[config.mk]
export PLATFORM = sky130hd
export DESIGN_NAME = gost_key_regs
export DESIGN_NICKNAME = d
export VERILOG_FILES = /design/src/hdl/gost_pkg.sv /design/src/hdl/gost_key_regs.sv
export SDC_FILE = /design/constraint.sdc
export NUM_CORES = 1
export LEC_CHECK = 0
export BUFFER_PORTS_ARGS = -buffer_cell sky130_fd_sc_hd__buf_2
export CORE_ASPECT_RATIO = 0.8
export CORE_UTILIZATION = 45
export CTS_CLUSTER_DIAMETER = 100
export DETAILED_ROUTE_END_ITERATION = 10
export GPL_ROUTABILITY_DRIVEN = 0
export GPL_TIMING_DRIVEN = 0
export HOLD_SLACK_MARGIN = 0.02
export PLACE_DENSITY = 0.72
export SYNTH_ARGS = -nofsm -noshare
export SYNTH_HDL_FRONTEND = slang
export SYNTH_SLANG_ARGS = --single-unit
[constraint.sdc]
create_clock -name clk_i -period 2.68 [get_ports clk_i]
set_clock_uncertainty 0.2 [all_clocks]
set_input_delay 0.402 -clock clk_i [delete_from_list [all_inputs] [get_ports clk_i]]
set_output_delay 0.402 -clock clk_i [all_outputs]
set_load 0.02 [all_outputs]
[src/hdl/gost_pkg.sv]
// Shared types, constants and round helpers for the GOST block cipher.
`default_nettype none
package gost_pkg;

  localparam int GostRounds   = 32;
  localparam int KeyWords     = 8;
  localparam int HalfW        = 32;
  localparam int CfgIdxW      = 4;
  localparam int RotR         = 21;

  // Configuration register indexes
  typedef enum logic [CfgIdxW-1:0] {
    REG_KEY0 = 4'd0,
    REG_KEY1 = 4'd1,
    REG_KEY2 = 4'd2,
    REG_KEY3 = 4'd3,
    REG_KEY4 = 4'd4,
    REG_KEY5 = 4'd5,
    REG_KEY6 = 4'd6,
    REG_KEY7 = 4'd7
  } cfg_reg_e;

  typedef enum logic {
    FUNC_ENC = 1'b0,
    FUNC_DEC = 1'b1
  } func_e;

  typedef logic [KeyWords-1:0][HalfW-1:0] key_set_t;

  typedef struct packed {
    logic             func;
    logic [HalfW-1:0] half_first;
    logic [HalfW-1:0] half_second;
  } in_t;

  typedef struct packed {
    logic [HalfW-1:0] out_first;
    logic [HalfW-1:0] out_second;
  } out_t;

  // Data carried between round stages
  typedef struct packed {
    logic             func;
    logic [HalfW-1:0] a;
    logic [HalfW-1:0] b;
  } stage_t;

  localparam key_set_t KeyReset = {
    32'h3333_3333, 32'h3333_3333, 32'h4747_4747, 32'h4747_4747,
    32'h3030_3030, 32'h4737_3555, 32'h434D_474E, 32'h4F4C_5544
  };

  localparam logic [3:0] SBOX [8][16] = '{
    '{4'h4, 4'hA, 4'h9, 4'h2, 4'hD, 4'h8, 4'h0, 4'hE,
      4'h6, 4'hB, 4'h1, 4'hC, 4'h7, 4'hF, 4'h5, 4'h3},
    '{4'hE, 4'hB, 4'h4, 4'hC, 4'h6, 4'hD, 4'hF, 4'hA,
      4'h2, 4'h3, 4'h8, 4'h1, 4'h0, 4'h7, 4'h5, 4'h9},
    '{4'h5, 4'h8, 4'h1, 4'hD, 4'hA, 4'h3, 4'h4, 4'h2,
      4'hE, 4'hF, 4'hC, 4'h7, 4'h6, 4'h0, 4'h9, 4'hB},
    '{4'h7, 4'hD, 4'hA, 4'h1, 4'h0, 4'h8, 4'h9, 4'hF,
      4'hE, 4'h4, 4'h6, 4'hC, 4'hB, 4'h2, 4'h5, 4'h3},
    '{4'h6, 4'hC, 4'h7, 4'h1, 4'h5, 4'hF, 4'hD, 4'h8,
      4'h4, 4'hA, 4'h9, 4'hE, 4'h0, 4'h3, 4'hB, 4'h2},
    '{4'h4, 4'hB, 4'hA, 4'h0, 4'h7, 4'h2, 4'h1, 4'hD,
      4'h3, 4'h6, 4'h8, 4'h5, 4'h9, 4'hC, 4'hF, 4'hE},
    '{4'hD, 4'hB, 4'h4, 4'h1, 4'h3, 4'hF, 4'h5, 4'h9,
      4'h0, 4'hA, 4'hE, 4'h7, 4'h6, 4'h8, 4'h2, 4'hC},
    '{4'h1, 4'hF, 4'hD, 4'h0, 4'h5, 4'h7, 4'hA, 4'h4,
      4'h9, 4'h2, 4'h3, 4'hE, 4'h6, 4'hB, 4'h8, 4'hC}
  };

  // Key word used at a given schedule position: forward for all but the
  // last eight positions, which run backward.
  function automatic logic [2:0] key_index(input int pos, input int rounds);
    logic [2:0] low;
    low = pos[2:0];
    if (pos < rounds - KeyWords) begin
      return low;
    end
    return 3'd7 - low;
  endfunction

  // Substitute each nibble through its S-box, then rotate right
  function automatic logic [HalfW-1:0] round_fn(input logic [HalfW-1:0] x);
    logic [HalfW-1:0] s;
    s = '0;
    for (int n = 0; n < 8; n++) begin
      s[4*n +: 4] = SBOX[n][x[4*n +: 4]];
    end
    return {s[RotR-1:0], s[HalfW-1:RotR]};
  endfunction

endpackage
`default_nettype wire

[src/hdl/gost_key_regs.sv]
// Key register file: eight 32-bit key words written through the config port.
`default_nettype none
module gost_key_regs import gost_pkg::*; (
  input  wire logic               clk_i,
  input  wire logic               rst_ni,
  input  wire logic               cfg_we_i,
  input  wire logic [CfgIdxW-1:0] cfg_idx_i,
  input  wire logic [HalfW-1:0]   cfg_data_i,
  output key_set_t                keys_o
);

  key_set_t keys_q, keys_d;

  // Decode the write; indexes past the key list are dropped
  always_comb begin
    keys_d = keys_q;
    if (cfg_we_i) begin
      unique case (cfg_reg_e'(cfg_idx_i))
        REG_KEY0: keys_d[0] = cfg_data_i;
        REG_KEY1: keys_d[1] = cfg_data_i;
        REG_KEY2: keys_d[2] = cfg_data_i;
        REG_KEY3: keys_d[3] = cfg_data_i;
        REG_KEY4: keys_d[4] = cfg_data_i;
        REG_KEY5: keys_d[5] = cfg_data_i;
        REG_KEY6: keys_d[6] = cfg_data_i;
        REG_KEY7: keys_d[7] = cfg_data_i;
        default:  keys_d = keys_q;
      endcase
    end
  end

  always_ff @(posedge clk_i or negedge rst_ni) begin
    if (!rst_ni) begin
      keys_q <= KeyReset;
    end else begin
      keys_q <= keys_d;
    end
  end

  assign keys_o = keys_q;

endmodule
`default_nettype wire

# --- Yosys cells after proc, flatten, opt, wreduce, memory -nomap -nowiden ---
# Cells that the tools add are included.
totals:
  register_bits: 256
  elab_cells: 24
  output_inout_bits: 256
op_classes:
  n_eq_ne: 7
  reduce_logical: 9
ops:
  columns: ["operator", "count"]
  rows:
  - ["== test 4 x 3 -> 1 bit, second input constant", 4]
  - ["AND reduction 2 bit", 8]
  - ["== test 4 x 2 -> 1 bit, second input constant", 2]
  - ["== test 4 x 1 -> 1 bit, second input constant", 1]
  - ["logical NOT 4 bit", 1]

# --- Depth between registers and ports, before layout ---
logic_depth:
  word_depth: 2
  ltp_mapped: 5
  depth_no_buf: 3

# --- Least setup slack after synthesis ---
# No wires, ideal clock.
synth_timing:
  path_type: "in2reg"
  from: "in cfg_idx_i[0]"
  to: "reg keys_q, in the netlist keys_o[131]"
  t_arrival_ps: 1499
  required_ps: 2355
  path_stages: 5
  setup_slack_ps: 855
  path_cell_list: "clkbuf_1 or3_1 buf_2 buf_6 mux2_4"
synth_via:
  elab_chain_len: 2
synth_rtl:
  columns: ["item", "line_no", "rtl"]
  rows:
  - ["from (decl)", "gost_key_regs.sv:7", "input wire logic [CfgIdxW-1:0] cfg_idx_i,"]
  - ["== test 4 x 3 -> 1 bit", "gost_key_regs.sv:18", "unique case (cfg_reg_e'(cfg_idx_i))"]
  - ["AND reduction 2 bit (no source line)", null, null]
  - ["to (signal assigned)", "gost_key_regs.sv:34", "keys_q <= KeyReset;"]
  - ["to (signal assigned)", "gost_key_regs.sv:36", "keys_q <= keys_d;"]
  - ["to (decl)", "gost_key_regs.sv:12", "key_set_t keys_q, keys_d;"]
# No other way between the ends.
# A chain may end at the register's enable or synchronous reset.

# --- Final worst setup path ---
layout_timing:
  from: "reg keys_q, in the netlist keys_o[145]"
  to: "out keys_o[145] (netlist bit)"
layout_lines:
  columns: ["item", "line_no", "rtl"]
  rows:
  - ["to (decl)", "gost_key_regs.sv:9", "output key_set_t keys_o"]
# No word-level cell between the ends.

==> reports/metrics.sh <==
OUTCOME='complete, no violations'
ROUTE.DETAILED.VIAS_PER_INST=5.06
NETLIST_TOP_CELLS_AREA='dfrtp_1 35%, dfstp_2 32%, mux2_2 26%'
YS_TYPES=17
HOLD_CLASS='input pin to flip-flop'
GRT_USE_TOTAL=0.219
FINAL-HOLD-VIOLATION-COUNT=0
FIRST_GLOBAL_VIAS=6433
PLACE_WORST_SETUP_SLACK_NS=0.472
LARGEST_REGISTER_FF_COUNT=256
SYNTH.TOP_CELL.AREA_SHARE=0.352
IOS=295
ARRIVAL_NS=1.23
FIN_WORST_HOLD_SLACK_NS=0.0439
YOSYS_REGISTER_BITS=256
AREAGROWTHSYNTHTOFINISH_PCT=30.3
YS_WARN_COUNT=0
FP-ROW-COUNT=47
CTS-ROOT-BUF='clkbuf_16'
DRT_FIRST_ITER_VIOLATIONS=218
TRITONCTS_CLOCK_TREE='built'
POST-ROUTE-PERIOD-UTIL=0.684
CLKSINKCOUNT=256
WORST_SETUP_HOLD_PATH_CLK_SLEW_NS=0.06
RSZ0062_AT_GRT='no'
CRITPATHMAXFANOUT=2
POSTROUTEWIRELENGTH_UM=24100
GRT_MAX_DEGREE=124
DRTANTENNAVIOLNETS=0
SLOWEST_STAGE='dfstp_2'
TOTAL_OVERFLOW_REPORTED_BY_THE_GLOBAL_ROUTER=0
GRT_FIRST_PASS_WIRELENGTH_UM=38000
NUMBER_OF_STANDARD_CELLS_IN_THE_LAYOUT_TAPS_IN_AND_FILLERS_OUT=1186
FILLER_CELL_COUNT=1621
CTS_HTREE_LEVELS=1
BUFS_ON_LONGEST_CLOCK_PATH=3
SYNTH_SEQ_AREA_SHARE=0.668
FLOORPLAN.DIE.WIDTH_UM=167
AVGROUTEDWIREPERCELL_UM=20.3
CRIT_END_ELEMENT='output port'
CORE_MM2=0.0211
LAYOUT-DRIVE-GT1-SHARE=0.806
SETUP_VIOL=0
DRT_PASS1_ITERATIONS=4
CTS_RESIZED=0
FMAX_MHz=545
POSTCTSSETUPREPAIRBUFS=0
TIMING.MAX_SLEW.REL_SLACK=0.574
POWER_PER_CELL_AREA_mW_PER_MM2=985
CRITICAL-PATH-TOP-DELAY-FAMILY='flip-flops'
LAYOUT_SETUP_WS_NS=0.846
FINALMAXSLEWVIOLATIONS=0
CRITICAL_PATH_BUF_INV_COUNT=1
PLACEMENT.IO_BUFFERS=292
NETLIST_INSTANCES=552
DIE_AREA_MM2=0.0224
TIMING.CRITICAL_PATH.SLOWEST_CELL_DELAY_NS=0.55
SETUP.WORST_PATH.START_CLASS='flip-flop'
SYNTHDOMINANTAREACELLTYPE='dfrtp_1'
WORSTPATHREQUIRED_NS=2.08
CRITICAL_SETUP_PATH_CLASS='flip-flop to output port'
DIEHEIGHT_UM=134
DRC_ERRORS=0
START_UTIL=0.466
PERIOD_MINUS_SLACK_NS=1.83
CAP_VIOLATIONS=0
GRT_ANTENNA_BEFORE_REPAIR=0
WORST_SLEW_PIN_SLEW_NS=0.639
CELL_AREA_SYNTH_MM2=0.00981
PATH_CELLS='buf_2'
POSTSYNTHNETCOUNT=591
WORST_SKEW_PAIR.LATE_LATENCY_NS=0.52
PLACE_INST=1115
P_LEAK_uW=0.00615
POWER.IR.VDD_WORST_mV=0.465
FINISH.NET_COUNT=936
HPWL_UM=16200
DIODES=0
POSTSYNTHAREAPERCELL_UM2=17.8
CTS_INSERTED_BUFFERS=26
VIA_COUNT=6007
==> routing by layer <==
layer  vias up  track usage  part of all wire
met5         -            0                 0
met4         0       0.0520             0.021
met3        33       0.0578             0.067
met2       188        0.349              0.47
met1      3140        0.300              0.45
li1       2646            -                 -
==> layout make-up <==
type	instances	area (µm²)	share of cell area
Buffer	28	164	0.0128
Clock buffer	39	781	0.0610
Clock inverter	9	104	0.00812
Multi-Input combinational cell	268	3100	0.242
Sequential cell	256	6550	0.512
Tap cell	269	337	0.0263
Timing Repair Buffer	317	1760	0.137
==> stage by stage <==
stage / util / power [µW] / TNS, ns / instance area [µm²]
4_1_cts: 0.608 / 12700 / 0 / 12800
3_5_place_dp: 0.555 / 8960 / 0 / 11700
3_3_place_gp: 0.552 / 8860 / -701.67 / 11600
6_report: 0.608 / 12600 / 0 / 12800
5_1_grt: 0.608 / 13200 / 0 / 12800
2_1_floorplan: - / 7610 / 0 / 9810
==> synthesized netlist by cell type <==
cell and count:
nor2_1 2, nand2_1 2, nand3b_4 1, or3_1 1, mux2_4 30, buf_2 19
and3_1 1, nor3b_2 3, clkbuf_2 1, mux2_2 225, clkbuf_1 2, buf_4 3
nand3b_1 2, dfstp_2 118, buf_6 3, dfrtp_1 138, mux2_1 1
==> placed cells by master (no fill, tap or decap) <==
cell type,n
clkbuf_2,1
clkbuf_8,6
dlygate4sd3_1,23
mux2_2,225
nor3b_2,3
buf_6,3
clkinvlp_4,2
nor2_1,2
and3_1,1
buf_8,1
nand3b_1,2
clkinv_2,4
mux2_4,30
clkinv_4,1
bufinv_16,2
mux2_1,1
buf_2,310
nand2_1,2
dfstp_2,118
clkbuf_16,27
buf_4,3
nand3b_4,1
buf_16,2
dfrtp_1,138
or3_1,1
clkbuf_1,8
==> power by group <==
part | internal (µW) | switching [µW] | total [µW] | leakage [µW]
sequential | 5060 | 439 | 5500 | 0.00293
clock | 2210 | 1480 | 3680 | 0.000431
combinational | 1380 | 2020 | 3410 | 0.00279
==> repair_timing <==
action | 4_1_cts | 5_1_grt
hold buffers | 23 | 0
endpoints found under the hold margin | 263 | 0
endpoints found under the setup margin | 0 | 0
==> logic make-up after synthesis <==
logic type	after synthesis	synth area share
flops	256	0.668
buf+inv	28	0.0167
simple gates	12	0.0102
mux	256	0.305
==> worst paths after layout <==
check	from	end	slack, ns	depth (start not counted)
setup / recovery	keys_o[145]	keys_o[145]	0.85	1
hold / removal	cfg_data_i[0]	keys_o[32]	0.04	2
setup reg to reg	keys_o[28]	keys_o[28]	1.69	1
hold reg to reg	keys_o[102]	keys_o[102]	0.28	1
max in group asynchronous	rst_ni	keys_o[44]	1.31	3
min in group asynchronous	rst_ni	keys_o[31]	0.10	2
Power figures use the tool's default switching activity.
