File: config.mk
export PLATFORM = sky130hd
export DESIGN_NAME = gost_round
export DESIGN_NICKNAME = d
export VERILOG_FILES = /design/src/hdl/gost_pkg.sv /design/src/hdl/gost_round.sv
export SDC_FILE = /design/constraint.sdc
export NUM_CORES = 1
export LEC_CHECK = 0
export BUFFER_PORTS_ARGS = -buffer_cell sky130_fd_sc_hd__buf_4
export CAP_MARGIN = 0
export CORE_AREA = 8 8 146 148
export CTS_CLUSTER_DIAMETER = 30
export CTS_CLUSTER_SIZE = 8
export DETAILED_ROUTE_END_ITERATION = 10
export DIE_AREA = 0 0 154 156
export GPL_TIMING_DRIVEN = 0
export PLACE_DENSITY_LB_ADDON = 0.15
export SYNTH_ARGS = -nofsm -noshare
export SYNTH_HDL_FRONTEND = slang
export SYNTH_SLANG_ARGS = --single-unit
File: constraint.sdc
create_clock -name clk_i -period 0.8 [get_ports clk_i]
set_input_delay 0.12 -clock clk_i [delete_from_list [all_inputs] [get_ports clk_i]]
set_output_delay 0.12 -clock clk_i [all_outputs]
set_load 0.02 [all_outputs]
File: src/hdl/gost_pkg.sv
// Shared types, constants and round helpers for the GOST block cipher.
`default_nettype none
package gost_pkg;

  localparam int GostRounds   = 32;
  localparam int KeyWords     = 8;
  localparam int HalfW        = 32;
  localparam int CfgIdxW      = 4;
  localparam int RotR         = 21;

  // Configuration register indexes
  typedef enum logic [CfgIdxW-1:0] {
    REG_KEY0 = 4'd0,
    REG_KEY1 = 4'd1,
    REG_KEY2 = 4'd2,
    REG_KEY3 = 4'd3,
    REG_KEY4 = 4'd4,
    REG_KEY5 = 4'd5,
    REG_KEY6 = 4'd6,
    REG_KEY7 = 4'd7
  } cfg_reg_e;

  typedef enum logic {
    FUNC_ENC = 1'b0,
    FUNC_DEC = 1'b1
  } func_e;

  typedef logic [KeyWords-1:0][HalfW-1:0] key_set_t;

  typedef struct packed {
    logic             func;
    logic [HalfW-1:0] half_first;
    logic [HalfW-1:0] half_second;
  } in_t;

  typedef struct packed {
    logic [HalfW-1:0] out_first;
    logic [HalfW-1:0] out_second;
  } out_t;

  // Data carried between round stages
  typedef struct packed {
    logic             func;
    logic [HalfW-1:0] a;
    logic [HalfW-1:0] b;
  } stage_t;

  localparam key_set_t KeyReset = {
    32'h3333_3333, 32'h3333_3333, 32'h4747_4747, 32'h4747_4747,
    32'h3030_3030, 32'h4737_3555, 32'h434D_474E, 32'h4F4C_5544
  };

  localparam logic [3:0] SBOX [8][16] = '{
    '{4'h4, 4'hA, 4'h9, 4'h2, 4'hD, 4'h8, 4'h0, 4'hE,
      4'h6, 4'hB, 4'h1, 4'hC, 4'h7, 4'hF, 4'h5, 4'h3},
    '{4'hE, 4'hB, 4'h4, 4'hC, 4'h6, 4'hD, 4'hF, 4'hA,
      4'h2, 4'h3, 4'h8, 4'h1, 4'h0, 4'h7, 4'h5, 4'h9},
    '{4'h5, 4'h8, 4'h1, 4'hD, 4'hA, 4'h3, 4'h4, 4'h2,
      4'hE, 4'hF, 4'hC, 4'h7, 4'h6, 4'h0, 4'h9, 4'hB},
    '{4'h7, 4'hD, 4'hA, 4'h1, 4'h0, 4'h8, 4'h9, 4'hF,
      4'hE, 4'h4, 4'h6, 4'hC, 4'hB, 4'h2, 4'h5, 4'h3},
    '{4'h6, 4'hC, 4'h7, 4'h1, 4'h5, 4'hF, 4'hD, 4'h8,
      4'h4, 4'hA, 4'h9, 4'hE, 4'h0, 4'h3, 4'hB, 4'h2},
    '{4'h4, 4'hB, 4'hA, 4'h0, 4'h7, 4'h2, 4'h1, 4'hD,
      4'h3, 4'h6, 4'h8, 4'h5, 4'h9, 4'hC, 4'hF, 4'hE},
    '{4'hD, 4'hB, 4'h4, 4'h1, 4'h3, 4'hF, 4'h5, 4'h9,
      4'h0, 4'hA, 4'hE, 4'h7, 4'h6, 4'h8, 4'h2, 4'hC},
    '{4'h1, 4'hF, 4'hD, 4'h0, 4'h5, 4'h7, 4'hA, 4'h4,
      4'h9, 4'h2, 4'h3, 4'hE, 4'h6, 4'hB, 4'h8, 4'hC}
  };

  // Key word used at a given schedule position: forward for all but the
  // last eight positions, which run backward.
  function automatic logic [2:0] key_index(input int pos, input int rounds);
    logic [2:0] low;
    low = pos[2:0];
    if (pos < rounds - KeyWords) begin
      return low;
    end
    return 3'd7 - low;
  endfunction

  // Substitute each nibble through its S-box, then rotate right
  function automatic logic [HalfW-1:0] round_fn(input logic [HalfW-1:0] x);
    logic [HalfW-1:0] s;
    s = '0;
    for (int n = 0; n < 8; n++) begin
      s[4*n +: 4] = SBOX[n][x[4*n +: 4]];
    end
    return {s[RotR-1:0], s[HalfW-1:RotR]};
  endfunction

endpackage
`default_nettype wire

File: src/hdl/gost_round.sv
// One Feistel round as a pipeline stage: key add, S-boxes, rotate, XOR, swap.
`default_nettype none
module gost_round import gost_pkg::*; #(
  parameter int Rounds = GostRounds,
  parameter int Round  = 0
) (
  input  wire logic     clk_i,
  input  wire logic     rst_ni,
  input  wire key_set_t keys_i,
  input  wire logic     valid_i,
  input  wire stage_t   stage_i,
  output logic          valid_o,
  output stage_t        stage_o
);

  localparam logic [2:0] KeyEnc = key_index(Round, Rounds);
  localparam logic [2:0] KeyDec = key_index(Rounds - 1 - Round, Rounds);

  logic       valid_q;
  stage_t     stage_q, stage_d;
  logic [2:0] kidx;

  // Pick the key word for this round's schedule position
  assign kidx = (func_e'(stage_i.func) == FUNC_DEC) ? KeyDec : KeyEnc;

  // Round function on the first half, then trade halves
  always_comb begin
    stage_d.func = stage_i.func;
    stage_d.a    = round_fn(stage_i.a + keys_i[kidx]) ^ stage_i.b;
    stage_d.b    = stage_i.a;
  end

  always_ff @(posedge clk_i or negedge rst_ni) begin
    if (!rst_ni) begin
      valid_q <= 1'b0;
    end else begin
      valid_q <= valid_i;
    end
  end

  always_ff @(posedge clk_i) begin
    stage_q <= stage_d;
  end

  assign valid_o = valid_q;
  assign stage_o = stage_q;

endmodule
`default_nettype wire

### Word-level counts from Yosys, hierarchy flattened

Memories as Yosys holds them, arrays and structs flattened.
Index checks and enable logic that the tools add are counted.
W data, S select, Z words.

| word-level totals | value |
|---|---|
| bits in registers | 66 |
| bits in read-only memories | 512 |
| bits of input ports | 324 |
| output and inout port bits | 66 |
| logic and storage cells | 46 |
| memories kept | 8 |

Memory list:

| name | words | bits a word | rd ports | clocked after Yosys merged registers in | wr ports | line | text |
|---|---|---|---|---|---|---|---|
| (no name shown) | 16 | 4 | 1 | 0 | 0 | gost_pkg.sv:88 | `s[4*n +: 4] = SBOX[n][x[4*n +: 4]];` |
| (no name shown) | 16 | 4 | 1 | 0 | 0 | gost_pkg.sv:88 |  |
| (no name shown) | 16 | 4 | 1 | 0 | 0 | gost_pkg.sv:88 |  |
| (no name shown) | 16 | 4 | 1 | 0 | 0 | gost_pkg.sv:88 |  |
| (no name shown) | 16 | 4 | 1 | 0 | 0 | gost_pkg.sv:88 |  |
| (no name shown) | 16 | 4 | 1 | 0 | 0 | gost_pkg.sv:88 |  |
| 2 more memories | n/a | n/a | n/a | n/a | n/a | n/a |  |

| cells by class | value |
|---|---|
| add/subtract/negate cells | 1 |
| $lt $le $gt $ge | 8 |
| mux-type cells | 16 |
| bitwise logic cells | 9 |

Operator list:

| cell | count |
|---|---|
| $mux W4 | 16 |
| $ge A5 B5 Y1 const B | 8 |
| $not A4 Y5 | 8 |
| $add A32 B32 Y32 | 1 |
| $xor A32 B32 Y32 | 1 |

### Depth between registers and ports, before layout

| depth | value |
|---|---|
| depth after elaboration | 6 |
| depth in mapped cells | 18 |
| gate-level depth less buffers | 18 |

### Worst setup path before layout

OpenSTA, ideal clock, no wires.

| path | value |
|---|---|
| path type | input to register |
| from | input keys_i[5] (netlist name) |
| to | register stage_q, in the netlist stage_o[42] |
| library setup time | 0.120 ns |
| data arrival time | 3.208 ns |
| data required time | 0.680 ns |
| slack | -2.527 ns |
| cell stages on the path | 15 |
| path buffers | 0 |
| cells stage by stage | ha_1 -> a21o_1 -> a211o_1 -> o21a_4 -> and3_1 -> or3b_1 -> and3_1 -> nor2_1 -> inv_1 -> ha_1 -> a21oi_1 -> o32ai_1 -> a221oi_1 -> a22oi_1 -> xnor2_1 |

RTL lines:

| what | line | text |
|---|---|---|
| from (decl) | gost_round.sv:9 | `input wire key_set_t keys_i,` |
| to (signal assigned) | gost_round.sv:42 | `stage_q <= stage_d;` |
| to (decl) | gost_round.sv:20 | `stage_t stage_q, stage_d;` |

==> run_results.csv <==
group,metric,value,unit
run_status,status,"finished, violations left",
run_status,violations,"negative setup slack",
power_and_ir_drop,p_seq_share,22.6,%
detailed_routing,viasPerCell,4.809,
setup_path,cp_slowest_cell,"or3b_4",
final_layout,drive_gt1_share,57.34,%
power_and_ir_drop,p_sw,0.008032,W
detailed_routing,ant_nets,0,
timing,maxSlewHeadroom,48.29,%
setup_path,crit_required,1.04,ns
grt,antenna_found_initial,0,
timing,fin_crit_sh,352.4,%
final_layout,final_net_count,1279,
floorplan,ios,390,
detailed_routing,wl,20580,um
setup_path,crit_fanout,5,
detailed_routing,drc,0,
clocking,htreeDepth,3,
place,place_inst,972,
grt,grt_first_pass_wirelength,30640,um
detailed_routing,avgRoutedWirePerCell,18.31,um
logic_synthesis,seq_area_frac_synth,25.79,%
clocking,cts_tree,"done",
setup_path,arrival,3.06,ns
floorplan,coreArea,19080,sq um
logic_synthesis,synth_seq_cells,66,
logic_synthesis,synth_enable_flop_cells,0,
floorplan,die_w,154,um
detailed_routing,num_vias,5405,
floorplan,start_util,26.95,%
timing,rsz0062_at_grt,"true",
detailed_routing,drt_first_pass_iters,4,
power_and_ir_drop,p_leak,4.193,nW
floorplan,die_area,24020,sq um
power_and_ir_drop,internal-power,0.01319,W
clocking,clock_sinks,66,
power_and_ir_drop,finalPower,0.02123,W
grt,grt_pass1_vias,5697,
setup_path,slowest_delay,0.40,ns
logic_synthesis,syn_avg_cell_area,9.038,sq um
setup_path,cp-end-kind,"flip-flop",
power_and_ir_drop,ir_worst_vdd,0.001377,V
logic_synthesis,synth.most_common_cell,"ha_1",
hold_path,holdCritPathClass,"input pin to asynchronous set/reset pin",
power_and_ir_drop,clockPowerShare,18.8,%
setup_path,cpMostUsedCell,"ha_4",
power_and_ir_drop,p_per_area,2153,nW/um^2
logic_synthesis,synth_warnings,0,
logic_synthesis,synth_top_cell_by_area,"dfxtp_1",
grt,overflow,0,
power_and_ir_drop,p_sw_share,37.84,%
logic_synthesis,syn_nets,967,
clocking,cts_buffer_depth,2,
timing,fmax,354.7,MHz
logic_synthesis,synth_area,5142,sq um
logic_synthesis,synth-main-ff-cell,"dfxtp_1",
setup_path,critPathLaunchType,"input pin",
timing,setup_viol,98,
timing,worst_pin_slew,0.7730,ns
logic_synthesis,synth.distinct_cells,67,
final_layout,fin_util,51.67,%
clocking,clk_pin_slew,0.06,ns
detailed_routing,drt_iter0_drc,157,
final_layout,final_cell_count_no_fill,1124,
grt,grt_use_total,16.51,%
timing,setup_slack,-2.019,ns
timing,hold_violations,0,
timing,fin_crit,2.819,ns
place,place_congestion,0.8048,
logic_synthesis,netlist_top_cells_count,"ha_1 (73), dfxtp_1 (65), inv_1 (45), nor2_1 (41)",
floorplan,die_h,156,um
logic_synthesis,async_reset_ff_share,1.515,%
logic_synthesis,netlist_instances,569,
place,hpwl,14830,um
floorplan,rows,51,
setup_path,crit_chain,"buf_8 > ha_4 > a21o_1 > a211o_1 > o21a_4 > and3_4 > or3b_4 > buf_6 > a21oi_4 > nor2_4 > inv_2 > ha_4 > mux2i_2 > o32ai_2 > a221oi_2 > a22oi_2 > xnor2_1",
final_layout,num_antenna_cells,0,
job,drv_cap,0,
power_and_ir_drop,p_comb_share,58.6,%
timing,whs,0.08482,ns
final_layout,area_growth,91.70,%
setup_path,critPathKind,"input pin to flip-flop",
logic_synthesis,synth_area_leaders,"dfxtp_1 (25%), ha_1 (18%), xnor2_1 (5.8%), mux4_2 (4.4%), mux2i_1 (4.3%)",
place,io_buffer_count,165,
clocking,cts_root_buf,"clkbuf_16",
logic_synthesis,netlist.area_leader.share,25.30,%
timing,slew_violations,0,
clocking,cts-buffers-inserted,9,
grt,grt_max_degree,12,
## placed cells by master, fill, tap and decap left out, types with 15 or more instances in the layout
cell type      count
nor2_1            32
nand2_1           32
ha_4              30
buf_4            141
xnor2_1           18
dlygate4sd3_1     66
mux2i_1           15
inv_1             30
a21oi_1           20
dfxtp_2           64
ha_1              31
buf_6             93
## logic make-up (layout without fill, tap and decap cells)
kind of cell,Yosys count,in the layout,synth area share (%)
simple gates,142,142,13.36
mux,33,33,9.173
buf+inv,50,367,3.698
fa+ha+maj,74,74,18.15
xor+xnor,59,59,10.19
flops,66,66,25.79
compound gates,145,145,19.64
## flip-flops by register name (all words and copies together), names as in the netlist
name,count
valid_o,1
stage_o,65
## worst paths after layout
kind	from	end	slack, ns
setup / recovery	stage_i[37]	stage_o[42]	-2.02
hold / removal	rst_ni	valid_o	0.08
max in group asynchronous	rst_ni	valid_o	0.63
min in group clk_i	stage_i[30]	stage_o[62]	0.16
## through the flow
stage / setup TNS (ns) / cell area [sq um] / worst slack, ns
2_1_floorplan: -52.90 / 5544 / -2.130
5_1_grt: -61.68 / 9858 / -2.134
3_5_place_dp: -67.69 / 7081 / -2.730
6_report: -56.77 / 9858 / -2.019
3_3_place_gp: -67.01 / 7081 / -2.766
4_1_cts: -57.84 / 9304 / -2.123
## critical path, delay by kind of cell
| kind | cells | cell delay (ns) |
|---|---|---|
| AO/OA/AOI/OAI | 7 | 1.25 |
| XOR/XNOR | 1 | 0.14 |
| adder cells (fa/ha/maj) | 2 | 0.45 |
| buffers and inverters | 3 | 0.29 |
| multiplexers | 1 | 0.17 |
| AND/OR/NAND/NOR | 3 | 0.63 |
## power by group through the flow
stage	Combinational, W	Clock, W	Sequential, W
2_1_floorplan	0.00471	0	0.00560
4_1_cts	0.0115	0.00413	0.00478
5_1_grt	0.0134	0.00429	0.00488
3_3_place_gp	0.00893	0	0.00449
6_report	0.0124	0.00399	0.00479
3_5_place_dp	0.00904	0	0.00449
## what timing repair did
item                                    4_1_cts  5_1_grt
endpoints found under the setup margin       98       98
resized for setup                           246       78
hold buffers                                 65        1
pin swaps                                    63       50
buffers inserted                             49       24
hold endpoints to repair                     66        1
## per-layer routing
layer	share of wire, %	vias to the layer above	track usage [%]
met5	0	-	0
li1	-	2655	-
met4	1.2	0	4.013
met3	14	16	10.78
met2	44	158	24.85
met1	41	2576	19.08
## area by class of cell
cell class	instances	area (sq um)
multi-input combinational	453	4845
buffer	2	18.77
fill	1702	9221
inverter	45	176.4
sequential	66	1406
timing repair buffer	304	2826
clock inverter	5	55.05
tap	238	297.8
clock buffer	11	232.7
Note: power is estimated with default switching activity, not from simulation.
